### config.mk
export PLATFORM = sky130hd
export DESIGN_NAME = rtc_counter_with_alarm
export DESIGN_NICKNAME = d
export VERILOG_FILES = /design/src/design/rtca_pkg.sv /design/src/design/rtca_core.sv /design/src/design/rtca_skid.sv /design/src/design/rtc_counter_with_alarm.sv
export SDC_FILE = /design/constraint.sdc
export NUM_CORES = 2
export LEC_CHECK = 0
export BUFFER_PORTS_ARGS = -buffer_cell sky130_fd_sc_hd__clkbuf_2
export CAP_MARGIN = 25
export CORE_MARGIN = 8
export CORE_UTILIZATION = 38
export CTS_CLUSTER_DIAMETER = 60
export DETAILED_ROUTE_END_ITERATION = 7
export HOLD_SLACK_MARGIN = 0.02
export SLEW_MARGIN = 30
export SYNTH_ARGS = -nofsm -noshare
export SYNTH_HDL_FRONTEND = slang
export SYNTH_HIERARCHICAL = 1
export SYNTH_SLANG_ARGS = --single-unit
### constraint.sdc
create_clock -name i_clk -period 4.7 [get_ports i_clk]
set_input_delay 0.47 -clock i_clk [delete_from_list [all_inputs] [get_ports i_clk]]
set_output_delay 0.47 -clock i_clk [all_outputs]
set_load 0.02 [all_outputs]
### src/design/rtca_pkg.sv
// ---------------------------------------------------------------------------
// RTC package
// Types, command codes and register indexes of the real-time clock block.
// ---------------------------------------------------------------------------
package rtca_pkg;

    localparam int TICK_W   = 20;
    localparam int TIME_W   = 64;
    localparam int WORD_W   = 32;
    localparam int IDX_W    = 4;
    localparam int CMD_W    = 2;

    localparam logic [TICK_W-1:0] NS_PER_TICK_RST = TICK_W'(1);

    // Commands.
    localparam logic [CMD_W-1:0] CMD_READ  = 2'd0;
    localparam logic [CMD_W-1:0] CMD_WRITE = 2'd1;
    localparam logic [CMD_W-1:0] CMD_TICK  = 2'd2;

    // Register indexes (byte offset divided by four).
    localparam logic [IDX_W-1:0] REG_TIME_LO   = 4'd0;
    localparam logic [IDX_W-1:0] REG_TIME_HI   = 4'd1;
    localparam logic [IDX_W-1:0] REG_ALARM_LO  = 4'd2;
    localparam logic [IDX_W-1:0] REG_ALARM_HI  = 4'd3;
    localparam logic [IDX_W-1:0] REG_IRQ_EN    = 4'd4;
    localparam logic [IDX_W-1:0] REG_ALARM_CLR = 4'd5;
    localparam logic [IDX_W-1:0] REG_ALARM_STS = 4'd6;
    localparam logic [IDX_W-1:0] REG_IRQ_CLR   = 4'd7;

    typedef struct packed {
        logic [CMD_W-1:0]  command;
        logic [IDX_W-1:0]  register_index;
        logic [WORD_W-1:0] write_data;
    } t_rtca_in;

    typedef struct packed {
        logic [WORD_W-1:0] read_data;
        logic              irq_line;
    } t_rtca_out;

endpackage

### src/design/rtca_core.sv
// ---------------------------------------------------------------------------
// RTC core
// Clock state, alarm logic and register decode; one accepted item per cycle.
// ---------------------------------------------------------------------------
module rtca_core (
    input  logic                       i_clk,
    input  logic                       i_rst_n,
    input  logic                       i_accept,
    input  rtca_pkg::t_rtca_in         i_item,
    input  logic                       i_cfg_wr_en,
    input  logic [rtca_pkg::TICK_W-1:0] i_cfg_wr_data,
    output rtca_pkg::t_rtca_out        o_result
);
    import rtca_pkg::*;

    // Visible time and offset are both kept so that no path chains two
    // 64-bit adds: time always equals raw count plus offset.
    logic [TICK_W-1:0] r_ns_per_tick;
    logic [TIME_W-1:0] r_raw, n_raw;
    logic [TIME_W-1:0] r_time, n_time;
    logic [TIME_W-1:0] r_offset, n_offset;
    logic [TIME_W-1:0] r_alarm, n_alarm;
    logic [TIME_W-1:0] r_deadline, n_deadline;
    logic              r_armed, n_armed;
    logic              r_pending, n_pending;
    logic              r_enable, n_enable;
    logic [WORD_W-1:0] rd_data;
    logic [TIME_W-1:0] tick_inc;
    logic [TIME_W-1:0] deadline_gap;
    logic [TIME_W-1:0] arm_alarm;

    assign tick_inc     = {{(TIME_W-TICK_W){1'b0}}, r_ns_per_tick};
    assign deadline_gap = r_deadline - r_raw;
    assign arm_alarm    = {r_alarm[TIME_W-1:WORD_W], i_item.write_data};

    always_comb begin
        n_raw      = r_raw;
        n_time     = r_time;
        n_offset   = r_offset;
        n_alarm    = r_alarm;
        n_deadline = r_deadline;
        n_armed    = r_armed;
        n_pending  = r_pending;
        n_enable   = r_enable;
        rd_data    = '0;
        if (i_accept) begin
            unique case (i_item.command)
                CMD_READ: begin
                    unique case (i_item.register_index)
                        REG_TIME_LO:   rd_data = r_time[WORD_W-1:0];
                        REG_TIME_HI:   rd_data = r_time[TIME_W-1:WORD_W];
                        REG_ALARM_LO:  rd_data = r_alarm[WORD_W-1:0];
                        REG_ALARM_HI:  rd_data = r_alarm[TIME_W-1:WORD_W];
                        REG_IRQ_EN:    rd_data = {{(WORD_W-1){1'b0}}, r_enable};
                        REG_ALARM_STS: rd_data = {{(WORD_W-1){1'b0}}, r_armed};
                        default:       rd_data = '0;
                    endcase
                end
                CMD_WRITE: begin
                    unique case (i_item.register_index)
                        REG_TIME_LO: begin
                            n_time   = {r_time[TIME_W-1:WORD_W], i_item.write_data};
                            n_offset = n_time - r_raw;
                        end
                        REG_TIME_HI: begin
                            n_time   = {i_item.write_data, r_time[WORD_W-1:0]};
                            n_offset = n_time - r_raw;
                        end
                        REG_ALARM_LO: begin
                            n_alarm = arm_alarm;
                            if (arm_alarm <= r_time) begin
                                n_armed   = 1'b0;
                                n_pending = 1'b1;
                            end else begin
                                // raw + (alarm - time) reduces to alarm - offset.
                                n_deadline = arm_alarm - r_offset;
                                n_armed    = 1'b1;
                            end
                        end
                        REG_ALARM_HI: n_alarm = {i_item.write_data, r_alarm[WORD_W-1:0]};
                        REG_IRQ_EN:    n_enable  = i_item.write_data[0];
                        REG_ALARM_CLR: n_armed   = 1'b0;
                        REG_IRQ_CLR:   n_pending = 1'b0;
                        default: ;
                    endcase
                end
                CMD_TICK: begin
                    n_raw  = r_raw + tick_inc;
                    n_time = r_time + tick_inc;
                    if (r_armed && (deadline_gap <= tick_inc)) begin
                        n_armed   = 1'b0;
                        n_pending = 1'b1;
                    end
                end
                default: ;
            endcase
        end
    end

    always_ff @(posedge i_clk) begin
        if (!i_rst_n) begin
            r_ns_per_tick <= NS_PER_TICK_RST;
            r_raw         <= '0;
            r_time        <= '0;
            r_offset      <= '0;
            r_alarm       <= '0;
            r_deadline    <= '0;
            r_armed       <= 1'b0;
            r_pending     <= 1'b0;
            r_enable      <= 1'b0;
        end else begin
            if (i_cfg_wr_en) begin
                r_ns_per_tick <= i_cfg_wr_data;
            end
            r_raw      <= n_raw;
            r_time     <= n_time;
            r_offset   <= n_offset;
            r_alarm    <= n_alarm;
            r_deadline <= n_deadline;
            r_armed    <= n_armed;
            r_pending  <= n_pending;
            r_enable   <= n_enable;
        end
    end

    assign o_result.read_data = rd_data;
    assign o_result.irq_line  = n_pending & n_enable;

endmodule

### src/design/rtca_skid.sv
// ---------------------------------------------------------------------------
// RTC result buffer
// Output register with a skid entry so that ready comes from a register.
// ---------------------------------------------------------------------------
module rtca_skid (
    input  logic                i_clk,
    input  logic                i_rst_n,
    input  logic                i_push,
    input  rtca_pkg::t_rtca_out i_data,
    output logic                o_ready,
    output logic                o_valid,
    input  logic                i_ready,
    output rtca_pkg::t_rtca_out o_data
);
    import rtca_pkg::*;

    logic      r_out_valid, n_out_valid;
    logic      r_skid_valid, n_skid_valid;
    t_rtca_out r_out, n_out;
    t_rtca_out r_skid, n_skid;
    logic      out_free;

    assign out_free = !r_out_valid || i_ready;

    always_comb begin
        n_out_valid  = r_out_valid;
        n_skid_valid = r_skid_valid;
        n_out        = r_out;
        n_skid       = r_skid;
        if (out_free) begin
            if (r_skid_valid) begin
                // A push cannot happen here: ready is low while the skid is full.
                n_out        = r_skid;
                n_out_valid  = 1'b1;
                n_skid_valid = 1'b0;
            end else begin
                n_out_valid = i_push;
                if (i_push) begin
                    n_out = i_data;
                end
            end
        end else if (i_push) begin
            n_skid       = i_data;
            n_skid_valid = 1'b1;
        end
    end

    always_ff @(posedge i_clk) begin
        if (!i_rst_n) begin
            r_out_valid  <= 1'b0;
            r_skid_valid <= 1'b0;
        end else begin
            r_out_valid  <= n_out_valid;
            r_skid_valid <= n_skid_valid;
        end
    end

    always_ff @(posedge i_clk) begin
        r_out  <= n_out;
        r_skid <= n_skid;
    end

    assign o_ready = !r_skid_valid;
    assign o_valid = r_out_valid;
    assign o_data  = r_out;

endmodule

### src/design/rtc_counter_with_alarm.sv
// ---------------------------------------------------------------------------
// RTC counter with alarm
// 64-bit nanosecond clock with one alarm, driven by register and tick items.
// ---------------------------------------------------------------------------
//
// Channel  | Handshake                  | Payload
// ---------+----------------------------+----------------------------------
// input    | i_in_valid / o_in_ready    | i_in_data  (command, index, data)
// result   | o_out_valid / i_out_ready  | o_out_data (read_data, irq_line)
// config   | i_cfg_wr_en, no wait       | i_cfg_wr_data (ns_per_tick)
//
// Every item is finished at the edge of its transfer: its state update takes
// effect at that edge and its result is registered at that same edge, so items
// may follow back to back, one per cycle while input ready is high. The longest
// path is one 64-bit subtract and compare in the alarm logic. Reset is
// synchronous and active low and leaves the block ready on the next cycle. A
// stalled result waits in the output register while one more item is taken
// into the skid entry; input ready drops only while that skid entry is full.
//
module rtc_counter_with_alarm (
    input  logic                        i_clk,
    input  logic                        i_rst_n,
    input  logic                        i_in_valid,
    output logic                        o_in_ready,
    input  rtca_pkg::t_rtca_in          i_in_data,
    output logic                        o_out_valid,
    input  logic                        i_out_ready,
    output rtca_pkg::t_rtca_out         o_out_data,
    input  logic                        i_cfg_wr_en,
    input  logic [rtca_pkg::TICK_W-1:0] i_cfg_wr_data
);
    import rtca_pkg::*;

    logic      in_xfer;
    t_rtca_out core_result;

    // An input transfer updates the clock state and produces its result in
    // the same cycle; the result is then held by the buffer below.
    assign in_xfer = i_in_valid && o_in_ready;

    rtca_core u_core (
        .i_clk         (i_clk),
        .i_rst_n       (i_rst_n),
        .i_accept      (in_xfer),
        .i_item        (i_in_data),
        .i_cfg_wr_en   (i_cfg_wr_en),
        .i_cfg_wr_data (i_cfg_wr_data),
        .o_result      (core_result)
    );

    // The buffer decouples input ready from output ready, so while a result is
    // stalled the input side takes one more item into the skid entry and then stops.
    rtca_skid u_skid (
        .i_clk   (i_clk),
        .i_rst_n (i_rst_n),
        .i_push  (in_xfer),
        .i_data  (core_result),
        .o_ready (o_in_ready),
        .o_valid (o_out_valid),
        .i_ready (i_out_ready),
        .o_data  (o_out_data)
    );

endmodule

==> impl_metrics.py <==
metrics = {
    "outcome": {
        "status": "finished with violations",
        "violations": "design-rule violations, negative setup slack",
    },
    "layout": {
        "fin_cells": 5923,
        "final_cell_mix": "nand2_1 (519), a21oi_1 (466), buf_4 (360)",
        "finalNetCount": 5098,
        "register_area_um2": 8890,
        "nFillCells": 9024,
        "drive_above_1_share_pct": 14.5,
        "multi_input_area_um2": 23400,
        "final_area_um2": 39800,
        "syn_to_final_growth_pct": 17.0,
        "final_core_util_pct": 44.9,
        "layout_commonest_cell": "nand2_1",
    },
    "sta": {
        "worst_slew_pin_slew_ns": 0.947,
        "maxSlewViolCount": 0,
        "whs_ns": 0.107,
        "setup_viol": 4,
        "slew_headroom_pct": 36.8,
        "worst_slack_ns": -0.540,
        "fmax_mhz": 191,
        "fin_crit_ns": 5.24,
        "finalClockSkew_ns": 0.0324,
        "fin_crit_sh_pct": 111,
        "finalHoldViolCount": 0,
        "rsz0062_at_grt": "true",
    },
    "clock_network": {
        "cts_tree": "done",
        "htree_levels": 2,
        "clock_sinks": 411,
        "numCtsBuffers": 49,
        "cts.hold.buffers_added": 0,
        "clk_latency_ns": 0.61,
        "cts.path.max_buffers": 3,
        "root_buffer": "clkbuf_16",
        "cts.clk_slew.worst_paths_ns": 0.06,
    },
    "route": {
        "drtIter0Drc": 3985,
        "wl_per_cell_um": 22.5,
        "ant_nets": 0,
        "drt_pass1_iterations": 8,
        "drcViolationCount": 1,
        "vias": 34900,
        "wl_mm": 133,
        "vias_per_cell": 5.88,
    },
    "floorplanning": {
        "start_util_pct": 38.4,
        "die_h_um": 315,
        "num_rows": 109,
        "io_pins": 98,
        "fp.coreArea_um2": 88500,
        "die-width_um": 315,
        "dieArea_um2": 99300,
    },
    "synth": {
        "synth_edf_count": 66,
        "synth_cell_types": 108,
        "synth_area_um2": 34000,
        "ys_seq_elements": 411,
        "synth_ff_type": "dfxtp_1",
        "synthArstFlopShare_pct": 0,
        "syn-instance-count": 4415,
        "syn_nets": 4799,
        "syn_area_per_cell_um2": 7.70,
        "seq_area_frac_synth_pct": 26.1,
        "yosys_warnings": 6,
    },
    "pwr": {
        "ir_drop_mv": 0.289,
        "power_per_cell_area_nw_per_um2": 260,
        "switching_share_pct": 32.3,
        "internal_power_w": 0.00699,
        "power.share.clock_pct": 37.6,
        "combPwrFrac_pct": 26.2,
        "leakagePower_nw": 16.4,
        "power_frac_seq_pct": 36.2,
        "power_switching_w": 0.00333,
    },
    "job": {
        "drv_cap": 0,
    },
    "worst_hold_path": {
        "worstHoldPathCells": 3,
        "min_from": "i_cfg_wr_data[0]",
        "worstHoldPathType": "in -> reg",
        "whs_endpoint": "u_core/r_ns_per_tick[0]",
    },
    "placed_design": {
        "place_congestion": 1.02,
        "post_dp_cell_area_um2": 37900,
        "hpwlAfterDp_mm": 105,
        "dp_slack_ns": -0.794,
        "dp_cells": 5816,
        "io_buffers": 97,
    },
    "global_routing": {
        "antenna_found_initial": 8,
        "grt_pass1_wl_mm": 198,
        "grt_use_total_pct": 25.4,
        "grt_pass1_vias": 31800,
        "grt_max_degree": 135,
        "grt-ovfl-total": 0,
    },
    "setup_path": {
        "r2r_slack_ns": -0.54,
        "critPathMaxFanout": 4,
        "start_kind": "flip-flop",
        "r2r-end": "u_skid/o_data[0]",
        "r2r_start": "u_core/r_deadline[0]",
        "arrival_ns": 5.72,
        "cp.buffers_inverters": 3,
        "cp_top_family": "simple AND/OR/NAND/NOR gates",
        "worst-setup-path-type": "reg -> reg",
        "worst_setup_path_end_kind": "flip-flop",
        "cpPeakStageDelay_ns": 0.59,
        "rr_worst_depth": 22,
        "cp_slowest_cell": "or4_4",
        "worstPathRequired_ns": 5.18,
        "critical_path.cell_chain": "inv_2 -> ha_4 -> fa_2 -> nand2b_4 -> a21o_4 -> a31oi_4 -> a31oi_4 -> xnor2_1 -> ha_1 -> nand4_1 -> or4_4 -> o31ai_4 -> buf_6 -> o2111ai_4 -> a2111oi_4 -> nand4_1 -> or4_4 -> nor4_4 -> nand4_2 -> buf_6 -> o32ai_4 -> mux2_4",
    },
}
[tightest hold or removal path, delay by kind of cell]
kind,cells,cell delay [ns]
and+or+nand+nor,1,0.07
muxes,1,0.06
buffers and inverters,1,0.08
[synth_stat cells, drive strengths merged (16+ instances only)]
| library cell | number | area share (%) |
|---|---|---|
| or3 | 41 | 0.75 |
| nor4 | 35 | 0.74 |
| o21a | 41 | 0.91 |
| o31ai | 33 | 0.73 |
| or2 | 16 | 0.29 |
| or4 | 20 | 0.46 |
| nor3 | 78 | 1.1 |
| a21o | 159 | 3.5 |
| nand3 | 160 | 2.4 |
| and3 | 39 | 0.72 |
| a31oi | 68 | 1.4 |
| and2 | 32 | 0.60 |
| o21ai | 250 | 3.7 |
| ha | 316 | 12 |
| xor2 | 65 | 1.7 |
| mux2i | 82 | 2.4 |
| a211oi | 79 | 1.8 |
| nand2 | 520 | 5.7 |
| o22ai | 21 | 0.39 |
| nor2b | 33 | 0.61 |
| nand2b | 45 | 0.83 |
| nand4 | 74 | 1.4 |
| dfxtp | 345 | 20 |
| o21bai | 41 | 0.91 |
| edfxtp | 66 | 5.8 |
| a21oi | 473 | 7.0 |
| inv | 292 | 3.2 |
| buf | 32 | 0.66 |
| xnor2 | 128 | 3.3 |
| mux2 | 38 | 1.6 |
| nor2 | 302 | 3.3 |
| o211ai | 28 | 0.62 |
| a22oi | 67 | 1.5 |
| clkbuf | 186 | 2.1 |
[cell families after synthesis]
logic type | synth area share [%]
AOI/OAI and AO/OA | 27.0
xor gates and xnor gates | 4.97
adders and majority gates | 11.9
buffers and inverters | 5.94
DFF | 26.1
muxes | 3.98
and+or+nand+nor | 20.1
[power groups by stage]
stage | clock, W | combinational, W | sequential, W
after floorplan | 0 | 0.00159 | 0.00379
after global placement | 0 | 0.00258 | 0.00380
after detailed placement | 0 | 0.00259 | 0.00380
after CTS | 0.00393 | 0.00264 | 0.00373
after global routing | 0.00408 | 0.00292 | 0.00374
final | 0.00388 | 0.00270 | 0.00374
[registers in the layout, indices dropped and copies added, names as in the netlist]
| signal | flops |
|---|---|
| u_core/r_ns_per_tick | 20 |
| u_skid/r_skid | 33 |
| u_skid/o_data | 33 |
| u_core/r_deadline | 64 |
| u_core/r_offset | 64 |
| u_core/r_time | 64 |
| u_skid/o_valid | 1 |
| u_core/r_pending | 1 |
| u_core/r_raw | 64 |
| u_skid/r_skid_valid | 1 |
| u_core/r_armed | 1 |
| u_core/r_enable | 1 |
| u_core/r_alarm | 64 |
[worst max path at each step]
stage                    startpoint             endpoint  cells after the start
6_report       u_core/r_deadline[0]     u_skid/o_data[0]                     22
3_5_place_dp   u_core/r_deadline[0]     u_skid/o_data[0]                     22
4_1_cts        u_core/r_deadline[0]     u_skid/o_data[0]                     22
2_1_floorplan         i_in_data[33]  u_core/r_offset[40]                     19
5_1_grt        u_core/r_deadline[0]     u_skid/o_data[0]                     22
3_3_place_gp   u_core/r_deadline[0]     u_skid/o_data[0]                     22
[what timing repair did]
action                                  4_1_cts  5_1_grt
gates resized for setup                      20       14
hold endpoints to repair                      0        0
buffers inserted                              8        3
endpoints found under the setup margin        4        7
pin swaps                                     6       13
[layout make-up]
type	count	area share, %
Inverter	292	2.78
Clock buffer	66	3.34
Sequential cell	411	22.4
Antenna cell	4	0.0252
Timing Repair Buffer	466	8.38
Clock inverter	25	0.670
Multi-Input combinational cell	3494	58.8
Tap cell	1165	3.67
[stage by stage]
| step | setup TNS, ns | total power [W] |
|---|---|---|
| after global routing | -2.54 | 0.0107 |
| after floorplan | 0 | 0.00538 |
| after global placement | -2.67 | 0.00639 |
| final | -2.02 | 0.0103 |
| after detailed placement | -4.17 | 0.00639 |
| after CTS | -1.54 | 0.0103 |
[routing by layer]
metal | share of wire, % | track usage [%]
met1 | 43 | 34.3
met4 | 3.8 | 8.96
met2 | 44 | 40.2
met5 | 0.022 | 0
met3 | 9.0 | 5.00
Power figures use the tool's default switching activity.
